## src/design/rslru_pkg.sv

```systemverilog
`default_nettype none

package rslru_pkg;

    localparam int SLOTS_DEF    = 64;
    localparam int PIN_BITS_DEF = 8;

    localparam int MODE_W   = 3;
    localparam int SLOT_W   = 6;
    localparam int SIZE_W   = 20;
    localparam int TIME_W   = 48;
    localparam int STATUS_W = 3;
    localparam int MASK_W   = 64;
    localparam int CNT_W    = 7;
    localparam int BUDGET_W = 26;
    localparam int CFG_IDX_W = 2;

    // operation codes
    localparam logic [MODE_W-1:0] MODE_REGISTER   = 3'd0;
    localparam logic [MODE_W-1:0] MODE_ACQUIRE    = 3'd1;
    localparam logic [MODE_W-1:0] MODE_RELEASE    = 3'd2;
    localparam logic [MODE_W-1:0] MODE_EVICT      = 3'd3;
    localparam logic [MODE_W-1:0] MODE_EVICT_IDLE = 3'd4;

    // status codes
    localparam logic [STATUS_W-1:0] ST_OK          = 3'd0;
    localparam logic [STATUS_W-1:0] ST_NOT_FOUND   = 3'd1;
    localparam logic [STATUS_W-1:0] ST_BUSY        = 3'd2;
    localparam logic [STATUS_W-1:0] ST_LIMIT       = 3'd3;
    localparam logic [STATUS_W-1:0] ST_LOAD_FAILED = 3'd4;
    localparam logic [STATUS_W-1:0] ST_INVALID     = 3'd5;

    // configuration register indexes
    localparam logic [CFG_IDX_W-1:0] CFG_MAX_RESIDENT = 2'd0;
    localparam logic [CFG_IDX_W-1:0] CFG_MAX_RAM      = 2'd1;
    localparam logic [CFG_IDX_W-1:0] CFG_MAX_VRAM     = 2'd2;

    typedef struct packed {
        logic [MODE_W-1:0] mode;
        logic [SLOT_W-1:0] slot;
        logic [SIZE_W-1:0] ram_size;
        logic [SIZE_W-1:0] vram_size;
        logic [TIME_W-1:0] now;
        logic [TIME_W-1:0] idle_limit;
        logic              load_ok;
    } item_t;

    typedef struct packed {
        logic [STATUS_W-1:0] status;
        logic [MASK_W-1:0]   evicted_mask;
        logic [CNT_W-1:0]    evicted_count;
        logic                loaded;
    } result_t;

    typedef struct packed {
        logic load_item;
        logic do_register;
        logic capture;
        logic pin_inc;
        logic release_pin;
        logic evict_slot;
        logic acquire_load;
        logic scan_go;
        logic evict_best;
    } dp_cmd_t;

    typedef struct packed {
        logic [MODE_W-1:0] mode;
        logic in_range;
        logic is_registered;
        logic is_resident;
        logic pinned;
        logic pin_full;
        logic load_ok;
        logic fits;
        logic scan_busy;
        logic best_valid;
    } dp_stat_t;

endpackage

`default_nettype wire

```

## src/design/rslru_ctrl.sv

```systemverilog
`default_nettype none

module rslru_ctrl (
    input  wire logic                          clk,
    input  wire logic                          rst_n,
    input  wire logic                          start,
    output logic                               busy,
    output logic                               done,
    output logic [rslru_pkg::STATUS_W-1:0]     status,
    output logic                               loaded,
    output rslru_pkg::dp_cmd_t                 cmd,
    input  wire rslru_pkg::dp_stat_t           stat
);

    typedef enum logic [2:0] {
        S_IDLE,
        S_DISPATCH,
        S_OPER,
        S_CHECK,
        S_SEARCH,
        S_SWEEP
    } state_t;

    state_t                        state_reg;
    state_t                        state_next;
    logic                          done_reg;
    logic [rslru_pkg::STATUS_W-1:0] status_reg;
    logic                          loaded_reg;
    logic                          fin;
    logic [rslru_pkg::STATUS_W-1:0] fin_status;
    logic                          fin_loaded;

    always_comb
    begin
        state_next = state_reg;
        fin        = 1'b0;
        fin_status = rslru_pkg::ST_OK;
        fin_loaded = 1'b0;
        cmd        = '0;
        case (state_reg)
            S_IDLE:
            begin
                if (start)
                begin
                    cmd.load_item = 1'b1;
                    state_next    = S_DISPATCH;
                end
            end
            S_DISPATCH:
            begin
                if (stat.mode == rslru_pkg::MODE_REGISTER)
                begin
                    fin = 1'b1;
                    if (!stat.in_range)
                    begin
                        fin_status = rslru_pkg::ST_LIMIT;
                    end
                    else if (stat.is_registered)
                    begin
                        fin_status = rslru_pkg::ST_INVALID;
                    end
                    else
                    begin
                        cmd.do_register = 1'b1;
                    end
                end
                else if (stat.mode == rslru_pkg::MODE_EVICT_IDLE)
                begin
                    cmd.scan_go = 1'b1;
                    state_next  = S_SWEEP;
                end
                else if (stat.mode > rslru_pkg::MODE_EVICT_IDLE)
                begin
                    fin        = 1'b1;
                    fin_status = rslru_pkg::ST_INVALID;
                end
                else if (!stat.in_range || !stat.is_registered)
                begin
                    fin        = 1'b1;
                    fin_status = rslru_pkg::ST_NOT_FOUND;
                end
                else
                begin
                    state_next = S_OPER;
                end
            end
            S_OPER:
            begin
                cmd.capture = 1'b1;
                if (stat.mode == rslru_pkg::MODE_ACQUIRE)
                begin
                    if (stat.pin_full)
                    begin
                        fin        = 1'b1;
                        fin_status = rslru_pkg::ST_BUSY;
                    end
                    else if (stat.is_resident)
                    begin
                        cmd.pin_inc = 1'b1;
                        fin         = 1'b1;
                    end
                    else
                    begin
                        state_next = S_CHECK;
                    end
                end
                else if (stat.mode == rslru_pkg::MODE_RELEASE)
                begin
                    cmd.release_pin = 1'b1;
                    fin             = 1'b1;
                end
                else
                begin
                    fin = 1'b1;
                    if (stat.pinned)
                    begin
                        fin_status = rslru_pkg::ST_BUSY;
                    end
                    else
                    begin
                        cmd.evict_slot = 1'b1;
                    end
                end
            end
            S_CHECK:
            begin
                if (stat.fits)
                begin
                    fin = 1'b1;
                    if (stat.load_ok)
                    begin
                        cmd.acquire_load = 1'b1;
                        fin_loaded       = 1'b1;
                    end
                    else
                    begin
                        fin_status = rslru_pkg::ST_LOAD_FAILED;
                    end
                end
                else
                begin
                    cmd.scan_go = 1'b1;
                    state_next  = S_SEARCH;
                end
            end
            S_SEARCH:
            begin
                if (!stat.scan_busy)
                begin
                    if (stat.best_valid)
                    begin
                        cmd.evict_best = 1'b1;
                        state_next     = S_CHECK;
                    end
                    else
                    begin
                        fin        = 1'b1;
                        fin_status = rslru_pkg::ST_LIMIT;
                    end
                end
            end
            S_SWEEP:
            begin
                if (!stat.scan_busy)
                begin
                    fin = 1'b1;
                end
            end
            default:
            begin
                state_next = S_IDLE;
            end
        endcase
        if (fin)
        begin
            state_next = S_IDLE;
        end
    end

    always_ff @(posedge clk or negedge rst_n)
    begin
        if (!rst_n)
        begin
            state_reg  <= S_IDLE;
            done_reg   <= 1'b0;
            status_reg <= rslru_pkg::ST_OK;
            loaded_reg <= 1'b0;
        end
        else
        begin
            state_reg <= state_next;
            done_reg  <= fin;
            if (fin)
            begin
                status_reg <= fin_status;
                loaded_reg <= fin_loaded;
            end
        end
    end

    assign busy   = (state_reg != S_IDLE);
    assign done   = done_reg;
    assign status = status_reg;
    assign loaded = loaded_reg;

    a_done_single: assert property (@(posedge clk) disable iff (!rst_n)
        done_reg |=> !done_reg)
        else $error("result strobe held for more than one cycle");

    a_start_busy: assert property (@(posedge clk) disable iff (!rst_n)
        (start && !busy) |=> busy)
        else $error("item accepted but block not busy");

endmodule

`default_nettype wire

```

## config.mk

```make
export PLATFORM = sky130hd
export DESIGN_NAME = rslru_ctrl
export DESIGN_NICKNAME = d
export VERILOG_FILES = /design/src/design/rslru_pkg.sv /design/src/design/rslru_ctrl.sv
export SDC_FILE = /design/constraint.sdc
export NUM_CORES = 1
export LEC_CHECK = 0
export BUFFER_PORTS_ARGS = -buffer_cell sky130_fd_sc_hd__buf_4
export CAP_MARGIN = 10
export CORE_MARGIN = 5
export CORE_UTILIZATION = 40
export DETAILED_ROUTE_END_ITERATION = 8
export GPL_TIMING_DRIVEN = 1
export PLACE_DENSITY = 0.7
export SLEW_MARGIN = 20
export SYNTH_ARGS = -nofsm -noshare
export SYNTH_HDL_FRONTEND = slang
export SYNTH_SLANG_ARGS = --single-unit
```

## constraint.sdc

```tcl
create_clock -name clk -period 2 [get_ports clk]
set_input_delay 0.2 -clock clk [delete_from_list [all_inputs] [get_ports clk]]
set_output_delay 0.2 -clock clk [all_outputs]
set_load 0.02 [all_outputs]
```

Word-level counts from Yosys, hierarchy flattened:

Index checks and enable logic that the tools add are counted.

* register bits after elaboration: 8
* output and inout port bits: 15
* input port bits: 15
* word-level logic and storage cells: 94

* $lt $le $gt $ge: 1
* eq/ne operators: 19
* reduce and logical (&&, ||, !) cells: 7
* mux-type cells: 63

Operators by type and width (count)
* $mux 3: 21
* $mux 1: 32
* $ne 3x3->1 const B: 8
* $pmux 3 s6: 1
* $pmux 3 s4: 1
* $reduce_and 11->1: 1
* $mux 2: 5
* $eq 3x2->1 const B: 3
* $eq 3x3->1 const B: 3
* $ne 4x4->1 const B: 2
* $eq 3x1->1 const B: 2
* $logic_not 3->1: 2
* $pmux 1 s5: 1
* $mux 4: 1
* $gt 3x3->1 const B: 1
* $reduce_bool 3->1: 1
* $logic_not 1->1: 2
* $ne 2x2->1 const B: 1
* $pmux 1 s2: 1
* $logic_or 1x1->1: 1

Logic depth before layout (Yosys ltp):

* depth after elaboration: 9
* mapped depth: 6
* depth with buffers taken out: 5

Least setup slack after synthesis:

No wires, ideal clock.

* kind: register to output
* from: register state_reg[1]
* to: output cmd[7] (netlist name)
* stages on the path, launching flop included: 5
* data required time: 1800 ps
* path buffers: 1
* arrival: 1686 ps
* slack: 114 ps
* cell sequence: dfrtp_1 -> buf_6 -> or3b_4 -> or3_1 -> nor3_1

RTL lines
* start, declared: line rslru_ctrl.sv:24 `state_t state_reg;`
* start signal, assigned: line rslru_ctrl.sv:191 `state_reg <= state_next;`
* end, declared: line rslru_ctrl.sv:11 `output rslru_pkg::dp_cmd_t cmd,`

==> results.md <==
* Status: completed
* Clk slew on worst S/H paths at 0.05 ns
* RR Endpoint: status[1]
* Fill count at 156
* Vias in the first global route at 664
* Dominant cell type by area after synthesis: dfrtp_1
* Synth top cells by count: 10 x nor2_1, 8 x dfrtp_1, 6 x inv_1
* Pin count of the biggest net entering global routing at 11
* Max Clock Skew at about 0.0024 ns
* Synthesized netlist cell count at slightly above 80
* R2R setup slack at about 0.25 ns
* Synth top area cells: dfrtp_1 28%, nor2_1 5.3%, buf_6 4.8%, o21ai_0 3.5%, nor4b_4 3.4%
* Period utilisation layout at a little over nine tenths
* CP max FO at 6
* Min-delay src: stat[0]
* Setup WS post-layout at a little under 0.05 ns
* Hold path depth at 3
* Slowest-stage cell, CP: or3b_4
* Yosys warns at 0
* I/O pins at 30
* Min-delay worst type: in -> reg
* FF+latch count, synth at 8
* # nets final at roughly 130
* WL/cell at 12.71 um
* Worst VDD drop at 0.0005816 V
* Die area at 2716 sq um
* Root buffer selected by CTS: clkbuf_4
* DRT Pass-1 Iters at 4
* H-tree level count at 1
* Iter 0 DRT Violations at 16
* Row count at 15
* Hold violation total from the final report at 0
* Slew Viols, Final at 0
* Antenna Cells at 0
* Post-synth EDFFs at 0
* Power Density at 1231 nW/um^2
* Endpoints failing setup at 0
* Cell variety after synth at 41
* Hold Path End: status[0]
* Clk_lat worst skew at 0.25 ns
* Total wire length at ~1800 um
* Most frequent cell after synthesis: nor2_1
* P_leak at 0.4738 nW
* Dpl cells at 130
* CP Cell Sequence: or3b_4 -> or3_1 -> nor3_2 -> buf_4
* Share of cells above drive strength 1 at 46.09%
* Async set-reset flop share out of synthesis at 100.0%
* Final cell utilization of the core at 58.46%
* Port bufs at 29
* Cts bufs inserted at 3
* Post-synthesis cell area at 709.4 sq um
* Post-DRT Antenna Nets at 0
* All-layer global routing usage at 13.74%
* First-pass GRT wire length at 2780 um
* Worst reg2reg startpoint: state_reg[2]
* Req. time, crit path at 1.80 ns
* Via/cell ratio at just over 5
* Crit path DAT at 1.75 ns
* Max-cap violations at 0
* Post-Layout Cell Count at 140
* CP Capture Type: output port
* Fmax achieved at 512.7 MHz
* # DRC at 0
* Type of the worst setup path: reg -> out
* Syn Nets at 96
* Worst-case clock buffer depth at 2
* Initial antenna violation count at 0
* Register-to-Register Path Depth at 5
* Post-synth top area share at 28.22%
* Sequential fraction of the synthesis area at around 28%
* Vias post-DR at 708
* Slew @ Worst Pin at 0.3641 ns
* Die width at 52.12 um
* Starting Density at around 42%
* Largest stage delay, worst path at 0.44 ns
* Post-DP HPWL at between 1000 and 1500 um
* CTS tree: done
* Slew headroom at 75.10%
* Min Clock Period, post-route at a little under 2 ns
* Area growth from synthesis to layout at 40.74%
* Prevailing post-synth register cell: dfrtp_1
* Setup crit start kind: flip-flop
* Die Ht at 52.12 um
* GRT overflow at 0
* Worst slack, placed at 0.2232 ns
* Core area at ~1700 sq um
* # clock sinks at 8
* Synthesized area per cell at 8.758 sq um
* GP Congestion at 0.8093
==> per-stage QoR <==
stage / area [sq um] / hold WS (ns) / TNS (ns) / power [mW]
after floorplan: 709.4 / -0.09559 / 0 / 0.8017
final: 998.5 / 0.2864 / 0 / 1.229
after detailed placement: 913.4 / 0.02397 / 0 / 1.031
after CTS: 985.9 / 0.2800 / 0 / 1.221
after global routing: 998.5 / 0.2983 / -0.01781 / 1.320
after global placement: 913.4 / 0.02264 / 0 / 1.021
==> cells by family after synthesis <==
group,after synthesis,share of synthesized area (%)
AND/OR/NAND/NOR,36,34.22
AO/OA/AOI/OAI,21,22.40
buffers and inverters,13,11.11
flip-flops,8,28.22
multiplexers,2,2.822
XOR/XNOR,1,1.235
==> area by class of cell <==
type,instances,area [sq um],area share (%)
clock buffers,3,22.52,2.256
repair buffers,37,280.3,28.07
inverters,7,26.28,2.632
well taps,25,31.28,3.133
flip-flops and latches,8,202.7,20.30
multi-input cells,60,435.4,43.61
==> worst max-delay path: cells and delay by family, from the launching register on <==
family	cells	cell delay, ns
and+or+nand+nor	3	0.92
DFF	1	0.43
buffers and inverters	1	0.16
==> power breakdown <==
group | switching [mW] | internal [mW] | total (mW) | leakage [nW]
clock | 0.0552 | 0.0687 | 0.124 | 0.0138
combinational | 0.432 | 0.391 | 0.823 | 0.360
sequential | 0.0450 | 0.237 | 0.282 | 0.100
total | 0.532 | 0.697 | 1.23 | 0.474
==> worst max path at each step <==
stage | cells after the start | from | slack (ns) | endpoint
floorplan | 4 | state_reg[1] | 0.11 | cmd[7]
global placement | 4 | state_reg[1] | 0.26 | cmd[7]
detailed placement | 4 | state_reg[1] | 0.22 | cmd[7]
CTS | 4 | state_reg[0] | 0.03 | cmd[7]
global route | 4 | state_reg[0] | -0.02 | cmd[7]
finish | 4 | state_reg[0] | 0.05 | cmd[7]
==> timing repair <==
action,CTS,global route
hold buffers,1,0
hold endpoints to repair,8,0
gates cloned,0,0
setup buffers,5,1
endpoints found under the setup margin,1,1
gates resized for setup,2,1
==> layout by cell type (no fill, tap or decap), types with 2 or more instances in the layout <==
cell and count:
a21oi_1 3, buf_4 36, clkbuf_4 3, dfrtp_1 6
dfrtp_2 2, inv_1 6, mux2i_1 2, nand2_1 2
nand2b_1 2, nor2_1 10, nor3_1 3, nor3_2 2
nor4b_1 2, o21ai_0 5, or3_1 2, or3_2 2
or3b_4 2
==> routing by layer <==
| layer | up-vias | wire length, um | global-route usage [%] |
|---|---|---|---|
| met5 | - | 0 | 0 |
| met4 | 0 | 14 | 3.057 |
| met3 | 2 | 144 | 5.731 |
| met2 | 24 | 900 | 23.43 |
| met1 | 323 | 719 | 15.82 |
| li1 | 359 | - | - |
Power figures use the tool's default switching activity.
